<file path="src/rtl/core/sha1b_pkg.sv">
package sha1b_pkg;

	// Initial chaining value, h0 at index 0.
	localparam logic [4:0][31:0] H_INIT = {
		32'hC3D2E1F0, 32'h10325476, 32'h98BADCFE, 32'hEFCDAB89, 32'h67452301
	};

	localparam logic [31:0] K_R0 = 32'h5A827999;
	localparam logic [31:0] K_R1 = 32'h6ED9EBA1;
	localparam logic [31:0] K_R2 = 32'h8F1BBCDC;
	localparam logic [31:0] K_R3 = 32'hCA62C1D6;

	localparam logic [7:0] PAD_MARK = 8'h80;

	localparam int unsigned ROUNDS = 80;

	typedef struct packed {
		logic [7:0] data_byte;
		logic       has_byte;
		logic       last;
	} msg_item_t;

	typedef struct packed {
		logic [31:0] digest_word;
		logic        final_word;
	} digest_item_t;

	// Requests from the byte sequencer to the compression engine.
	typedef struct packed {
		logic        push;
		logic [31:0] push_word;
		logic        start;
		logic        init;
	} core_ctrl_t;

endpackage

</file>
<file path="src/rtl/core/sha1b_core.sv">
module sha1b_core
	import sha1b_pkg::*;
(
	input  logic                  clk,
	input  logic                  arst_n,
	input  core_ctrl_t            ctrl,
	output logic                  busy,
	output logic [4:0][31:0]      chain
);

	localparam logic [1:0] C_IDLE  = 2'd0;
	localparam logic [1:0] C_ROUND = 2'd1;
	localparam logic [1:0] C_ADD   = 2'd2;

	logic [1:0]        state_q;
	logic [6:0]        rnd_q;
	logic [15:0][31:0] w_q;
	logic [4:0][31:0]  vars_q;
	logic [4:0][31:0]  chain_q;

	logic [31:0] w_mix;
	logic [31:0] w_next;
	logic [31:0] f_val;
	logic [31:0] k_val;
	logic [31:0] t_val;
	logic [31:0] va, vb, vc, vd, ve;

	assign busy  = (state_q != C_IDLE);
	assign chain = chain_q;

	assign va = vars_q[0];
	assign vb = vars_q[1];
	assign vc = vars_q[2];
	assign vd = vars_q[3];
	assign ve = vars_q[4];

	// During the rounds the schedule line holds W[t] .. W[t+15]; the oldest word sits at the bottom.
	assign w_mix  = w_q[13] ^ w_q[8] ^ w_q[2] ^ w_q[0];
	assign w_next = {w_mix[30:0], w_mix[31]};

	always_comb begin
		if (rnd_q inside {[7'd0:7'd19]}) begin
			f_val = (vb & vc) | (~vb & vd);
			k_val = K_R0;
		end else if (rnd_q inside {[7'd20:7'd39]}) begin
			f_val = vb ^ vc ^ vd;
			k_val = K_R1;
		end else if (rnd_q inside {[7'd40:7'd59]}) begin
			f_val = (vb & vc) | (vb & vd) | (vc & vd);
			k_val = K_R2;
		end else begin
			f_val = vb ^ vc ^ vd;
			k_val = K_R3;
		end
	end

	assign t_val = {va[26:0], va[31:27]} + f_val + ve + k_val + w_q[0];

	always_ff @(posedge clk or negedge arst_n) begin
		if (!arst_n) begin
			state_q <= C_IDLE;
			rnd_q   <= '0;
			chain_q <= H_INIT;
		end else begin
			case (state_q)
				C_IDLE: begin
					if (ctrl.init) begin
						chain_q <= H_INIT;
					end
					if (ctrl.start) begin
						rnd_q   <= '0;
						state_q <= C_ROUND;
					end
				end
				C_ROUND: begin
					rnd_q <= rnd_q + 7'd1;
					if (rnd_q == 7'(ROUNDS - 1)) begin
						state_q <= C_ADD;
					end
				end
				C_ADD: begin
					for (int i = 0; i < 5; i++) begin
						chain_q[i] <= chain_q[i] + vars_q[i];
					end
					state_q <= C_IDLE;
				end
				default: begin
					state_q <= C_IDLE;
				end
			endcase
		end
	end

	// Schedule line and working variables carry no reset.
	always_ff @(posedge clk) begin
		if (state_q == C_ROUND) begin
			w_q       <= {w_next, w_q[15:1]};
			vars_q[4] <= vd;
			vars_q[3] <= vc;
			vars_q[2] <= {vb[1:0], vb[31:2]};
			vars_q[1] <= va;
			vars_q[0] <= t_val;
		end else begin
			if (ctrl.push) begin
				w_q <= {ctrl.push_word, w_q[15:1]};
			end
			if (ctrl.start) begin
				vars_q <= chain_q;
			end
		end
	end

endmodule

</file>
<file path="src/rtl/core/sha1_byte_stream_hasher.sv">
// SHA-1 hasher taking the message one byte per request and returning the digest as five words.
// Throughput: one byte per cycle until a 64-byte block fills; each compression then holds
// msg_ready low through its 80 rounds and the chaining add, until the engine is idle again.
// After the last request: 9 to 72 padding bytes and one or two compressions, then the five
// digest words in order, each handed over while digest_ready is high.
// Reset (arst_n low, asynchronous) loads the initial chaining value and empties the block.
module sha1_byte_stream_hasher
	import sha1b_pkg::*;
(
	input  logic         clk,
	input  logic         arst_n,
	input  logic         msg_valid,
	output logic         msg_ready,
	input  msg_item_t    msg,
	output logic         digest_valid,
	input  logic         digest_ready,
	output digest_item_t digest
);

	// Sequencer states.
	localparam logic [2:0] S_IN   = 3'd0;
	localparam logic [2:0] S_WAIT = 3'd1;
	localparam logic [2:0] S_PAD  = 3'd2;
	localparam logic [2:0] S_OUT  = 3'd3;

	logic [2:0]  state_q;
	logic [5:0]  pos_q;      // byte position in the current block
	logic [60:0] count_q;    // message length in bytes, wraps like the bit count
	logic [23:0] word_q;     // bytes of the word being assembled
	logic        pad_q;      // the message has ended, padding still to come
	logic        mark_q;     // the 0x80 marker has been placed
	logic        len_ok_q;   // the current block is the one that carries the length
	logic        final_q;    // the running compression is the last one of the message
	logic [2:0]  out_cnt_q;

	core_ctrl_t       ctrl;
	logic             core_busy;
	logic [4:0][31:0] chain;

	logic        msg_acc;
	logic        digest_acc;
	logic        byte_wr;
	logic [7:0]  byte_val;
	logic [63:0] len_bits;
	logic [63:0] len_shift;

	sha1b_core u_core (
		.clk    (clk),
		.arst_n (arst_n),
		.ctrl   (ctrl),
		.busy   (core_busy),
		.chain  (chain)
	);

	assign msg_ready    = (state_q == S_IN);
	assign msg_acc      = msg_valid && msg_ready;
	assign digest_valid = (state_q == S_OUT);
	assign digest_acc   = digest_valid && digest_ready;

	assign digest.digest_word = chain[out_cnt_q];
	assign digest.final_word  = (out_cnt_q == 3'd4);

	// The length field is written big-endian, one byte per padding cycle at positions 56 to 63.
	assign len_bits  = {count_q, 3'b000};
	assign len_shift = len_bits << {pos_q[2:0], 3'b000};

	// One byte enters the block per cycle while message bytes are accepted or padding runs.
	always_comb begin
		byte_wr  = 1'b0;
		byte_val = 8'h00;
		if (msg_acc && msg.has_byte) begin
			byte_wr  = 1'b1;
			byte_val = msg.data_byte;
		end else if (state_q == S_PAD) begin
			byte_wr = 1'b1;
			if (!mark_q) begin
				byte_val = PAD_MARK;
			end else if (len_ok_q && pos_q >= 6'd56) begin
				byte_val = len_shift[63:56];
			end
		end
	end

	always_comb begin
		ctrl.push      = byte_wr && (pos_q[1:0] == 2'b11);
		ctrl.push_word = {word_q, byte_val};
		ctrl.start     = byte_wr && (pos_q == 6'd63);
		ctrl.init      = digest_acc && digest.final_word;
	end

	always_ff @(posedge clk or negedge arst_n) begin
		if (!arst_n) begin
			state_q   <= S_IN;
			pos_q     <= '0;
			count_q   <= '0;
			pad_q     <= 1'b0;
			mark_q    <= 1'b0;
			len_ok_q  <= 1'b0;
			final_q   <= 1'b0;
			out_cnt_q <= '0;
		end else begin
			if (byte_wr) begin
				pos_q <= pos_q + 6'd1;
			end
			case (state_q)
				S_IN: begin
					if (msg_acc) begin
						if (msg.has_byte) begin
							count_q <= count_q + 61'd1;
						end
						if (msg.last) begin
							pad_q <= 1'b1;
						end
						if (ctrl.start) begin
							state_q <= S_WAIT;
						end else if (msg.last) begin
							state_q <= S_PAD;
						end
					end
				end
				S_PAD: begin
					if (!mark_q) begin
						mark_q <= 1'b1;
					end
					if (ctrl.start) begin
						// A full block without the length forces one more block.
						final_q  <= mark_q && len_ok_q;
						len_ok_q <= 1'b1;
						state_q  <= S_WAIT;
					end else if (!mark_q) begin
						len_ok_q <= (pos_q < 6'd56);
					end
				end
				S_WAIT: begin
					if (!core_busy) begin
						if (final_q) begin
							out_cnt_q <= '0;
							state_q   <= S_OUT;
						end else if (pad_q) begin
							state_q <= S_PAD;
						end else begin
							state_q <= S_IN;
						end
					end
				end
				S_OUT: begin
					if (digest_acc) begin
						if (digest.final_word) begin
							state_q  <= S_IN;
							count_q  <= '0;
							pad_q    <= 1'b0;
							mark_q   <= 1'b0;
							len_ok_q <= 1'b0;
							final_q  <= 1'b0;
						end else begin
							out_cnt_q <= out_cnt_q + 3'd1;
						end
					end
				end
				default: begin
					state_q <= S_IN;
				end
			endcase
		end
	end

	always_ff @(posedge clk) begin
		if (byte_wr) begin
			word_q <= {word_q[15:0], byte_val};
		end
	end

`ifndef NO_ASSERTIONS
	// Requests are taken only while the compression engine stands still.
	a_ready_idle: assert property (@(posedge clk) disable iff (!arst_n)
		msg_ready |-> !core_busy)
		else $error("request accepted while compression runs");

	// The digest is shown only from a settled chaining value.
	a_out_idle: assert property (@(posedge clk) disable iff (!arst_n)
		digest_valid |-> !core_busy)
		else $error("digest shown while compression runs");

	// Padding always ends on a block boundary before the digest appears.
	a_out_aligned: assert property (@(posedge clk) disable iff (!arst_n)
		$rose(digest_valid) |-> (pos_q == 6'd0))
		else $error("digest shown with a partly filled block");

	// After the fifth word the block is ready for the next message.
	a_restart: assert property (@(posedge clk) disable iff (!arst_n)
		(digest_acc && digest.final_word) |=> (msg_ready && pos_q == 6'd0))
		else $error("block not restarted after the last digest word");
`endif

endmodule

</file>
<file path="config.mk">
export PLATFORM = sky130hd
export DESIGN_NAME = sha1_byte_stream_hasher
export DESIGN_NICKNAME = d
export VERILOG_FILES = /design/src/rtl/core/sha1b_pkg.sv /design/src/rtl/core/sha1b_core.sv /design/src/rtl/core/sha1_byte_stream_hasher.sv
export SDC_FILE = /design/constraint.sdc
export NUM_CORES = 2
export LEC_CHECK = 0
export ABC_AREA = 1
export ABC_CLOCK_PERIOD_IN_PS = 16800
export BUFFER_PORTS_ARGS = -buffer_cell sky130_fd_sc_hd__buf_2
export CORE_AREA = 2 2 386 388
export CTS_CLUSTER_DIAMETER = 80
export DETAILED_ROUTE_END_ITERATION = 8
export DIE_AREA = 0 0 388 390
export GPL_TIMING_DRIVEN = 0
export PLACE_DENSITY_LB_ADDON = 0.15
export SLEW_MARGIN = 20
export SYNTH_ARGS = -nofsm -noshare
export SYNTH_HDL_FRONTEND = slang
export SYNTH_SLANG_ARGS = --single-unit
</file>
<file path="constraint.sdc">
create_clock -name clk -period 16.8 [get_ports clk]
set_input_delay 0.84 -clock clk [delete_from_list [all_inputs] [get_ports clk]]
set_output_delay 0.84 -clock clk [all_outputs]
set_load 0.02 [all_outputs]
</file>
==> impl_metrics.toml <==
[run_status]
status = "complete, no violations"

[grt]
grt_pass1_vias = 41000
grt_max_degree = 80
antenna_found_initial = 6
grt_pass1_wl_um = 298000
grt_overflow_total = 0
gr-usage-all-layers_pct = 27.3

[clocking]
clock_latency_ns = 0.77
htree_levels = 3
cts_tree = "done"
cts_resized = 0
clock-sinks = 941
clock-root-buffer = "clkbuf_16"
cts_setup_buffers = 0
path_clk_slew_ns = 0.06
clock_tree.buffer_depth = 3
numCtsBuffers = 107
cts_hold_buf = 0

[logic_synthesis]
synth_cells = 5735
yosys.area_share.simple_pct = 17.2
yosys_warnings = 0
synthesis.area_um2 = 52800
syn_avg_cell_area_um2 = 9.20
yosysTopAreaCell = "edfxtp_1"
synth_cell_types = 62
ys.flop_type = "edfxtp_1"
synth_top_family_by_area = "simple AND/OR/NAND/NOR gates"
synth_compound_area_share_pct = 12.1
synth-edff-count = 696
synth_area_leaders = "edfxtp_1 40%, nand2_1 8.5%, dfrtp_1 7.8%"
synth_seq_cells = 941
synth_mux_area_share_pct = 0.363
synth_fa_ha_area_share_pct = 9.35
synthArstFlopShare_pct = 26.0
synth_top_area_share_pct = 39.6
synthesis.nets = 6073
synthXorXnorAreaFrac_pct = 2.74
ys_seq_area_share_pct = 51.4

[power]
leakage_uw = 0.0258
vdd_drop_max_mv = 0.0850
finalPower_uw = 4980
power_density_nw_per_um2 = 83.4

[finish]
nFillCells = 14800
layout-area-overhead-vs-synth_pct = 13.1
seq_area_um2 = 27100
finalNetCount = 6249
drive_above_1_share_pct = 6.60
mostFrequentLayoutCell = "nand2_1"
post-route-util_pct = 40.6
layout_common_cells = "1198 x nand2_1, 802 x inv_1, 696 x edfxtp_1"
multiInputGateArea_um2 = 22100

[timing]
timing.final.crit_share_pct = 41.9
skew_ns = 0.0472
slew_headroom_pct = 15.4
hold_viol_final = 0
drv_slew = 0
setup_viol = 0
rsz0062_at_grt = "false"
worst_pin_slew_ns = 1.27
period_minus_slack_ns = 7.04
fmax_mhz = 142

[worst_setup_path]
criticalPathCategory = "reg2reg"
worstPathRequired_ns = 17.29
rrSetupSlack_ns = 9.76
start_kind = "flop"
reg2regPathDepth = 22
worstReg2RegStart = "u_core.rnd_q[5]$_DFFE_PN0P_"
cp-end-kind = "flop"
arrival_ns = 7.53
cp_max_fo = 10
r2r-end = "u_core.va[23]$_DFFE_PP_"

[placement]
dp_hpwl_um = 167000
port_buffers = 48
gp_congestion = 1.01

[floorplan]
rows = 141
dieArea_um2 = 151000
io_pins = 49
start_util_pct = 35.9
coreArea_um2 = 147000
fp.dieW_um = 388
die_h_um = 390

[drt]
drc_errors = 0
dr.pass1.iters = 6
via_per_inst = 5.43
drt_iter0_drc = 4529
routed-via-count = 43100
ant_nets = 0
wire_per_inst_um = 26.4
wl_um = 210000

[worst_hold_path]
hold_class = "in2async"

[flow_run]
cap_viol_max_count = 0
cell usage after synthesis, types with 3 or more instances:
| cell type | n |
|---|---|
| buf_2 | 17 |
| xor2_1 | 60 |
| ha_1 | 207 |
| dfrtp_1 | 165 |
| mux2i_1 | 18 |
| nand2_1 | 1201 |
| a31oi_1 | 23 |
| buf_1 | 14 |
| inv_2 | 6 |
| a211oi_1 | 3 |
| o32ai_1 | 5 |
| and2_1 | 5 |
| a21o_1 | 24 |
| o221ai_1 | 5 |
| clkinv_1 | 7 |
| nor3_1 | 90 |
| a21oi_1 | 356 |
| o31ai_1 | 5 |
| dfstp_2 | 80 |
| edfxtp_1 | 696 |
| nor4_1 | 8 |
| fa_1 | 117 |
| nor3b_1 | 4 |
| o21ai_1 | 28 |
| o21a_1 | 11 |
| nand3b_1 | 14 |
| nor2_2 | 8 |
| o21ai_0 | 547 |
| o22ai_1 | 60 |
| o21bai_1 | 34 |
| inv_1 | 802 |
| xnor2_1 | 105 |
| nor3_2 | 4 |
| nor2_4 | 3 |
| nand4_1 | 81 |
| clkbuf_1 | 101 |
| and3_1 | 3 |
| o211ai_1 | 31 |
| a22oi_1 | 5 |
| or2_2 | 11 |
| nand3_1 | 301 |
| a21boi_0 | 17 |
| nor2_1 | 428 |
sequential cells by signal, indices dropped and copies added (netlist names), 3 cells and up:
register,count
count_q,61
u_core.va,32
pos_q,6
out_cnt_q,3
u_core.rnd_q,7
u_core.vc,32
u_core.ve,32
u_core.chain,160
word_q,24
u_core.vb,32
u_core.w_q,512
u_core.vd,32
worst max-delay path, cell delays in order (launching register included):
cell	delay, ns
dfrtp_1	0.46
inv_1	0.13
nor3_1	0.56
nand2_1	0.33
inv_1	0.13
buf_2	0.37
buf_1	0.71
nor2_1	0.46
fa_1	0.62
inv_1	0.06
fa_1	0.48
inv_1	0.05
fa_1	0.47
inv_1	0.05
ha_1	0.33
a21oi_1	0.22
o21ai_0	0.18
and2_1	0.20
nor2_1	0.09
nand3_1	0.13
or2_2	0.30
nand3_1	0.22
o21ai_0	0.18
layout make-up:
cell class,count,share of cell area (%)
diodes,4,0.0168
plain buffers,135,0.946
clock buffers,129,4.71
clock inverters,70,1.54
inverters,815,5.13
multi-input cells,3844,37.0
flip-flops and latches,941,45.5
well taps,1930,4.05
repair buffers,67,1.18
stage by stage:
step	cell area [um2]	instances	setup WS, ns	hold slack (ns)	TNS, ns
global placement	55400	7713	-3.69	0.400	-1848.73
global route	59700	7931	9.46	0.0358	0
finish	59700	7935	9.76	0.00204	0
CTS	59600	7931	9.92	0.00314	0
floorplan	52800	5735	3.14	0.400	0
detailed placement	55900	7732	9.96	0.405	0
worst max path at each step:
stage | startpoint | to | slack, ns | cells past startpoint
after CTS | u_core.rnd_q[5]$_DFFE_PN0P_ | u_core.va[23]$_DFFE_PP_ | 9.92 | 22
final | u_core.rnd_q[5]$_DFFE_PN0P_ | u_core.va[23]$_DFFE_PP_ | 9.76 | 22
after floorplan | msg_valid | u_core.w_q[0]$_DFFE_PP_ | 3.14 | 4
after global placement | u_core.state_q[0]$_DFFE_PN0P_ | u_core.w_q[29]$_DFFE_PP_ | -3.69 | 6
after detailed placement | u_core.rnd_q[5]$_DFFE_PN0P_ | u_core.va[23]$_DFFE_PP_ | 9.96 | 22
after global routing | u_core.rnd_q[5]$_DFFE_PN0P_ | u_core.va[23]$_DFFE_PP_ | 9.46 | 22
kinds of logic (layout without fill, tap and decap cells):
group / count (synthesis) / after routing
xor+xnor: 165 / 165
flops: 941 / 941
simple gates: 2169 / 2169
mux: 19 / 19
compound gates: 1167 / 1167
buf+inv: 950 / 1216
fa+ha+maj: 324 / 324
other cells: 0 / 4
power by group:
part / internal (uW) / total [uW] / switching (uW)
registers: 2470 / 2470 / 0
logic: 3.35 / 18.6 / 15.2
clock network: 1440 / 2490 / 1050
metal layers:
layer / part of all wire, % / track usage [%] / vias to the layer above
met5: 0.060 / 0 / -
li1: - / - / 19800
met2: 44 / 42.4 / 1757
met3: 8.0 / 5.45 / 348
met4: 4.2 / 10.1 / 6
met1: 44 / 37.8 / 21200
Power figures use the tool's default switching activity.
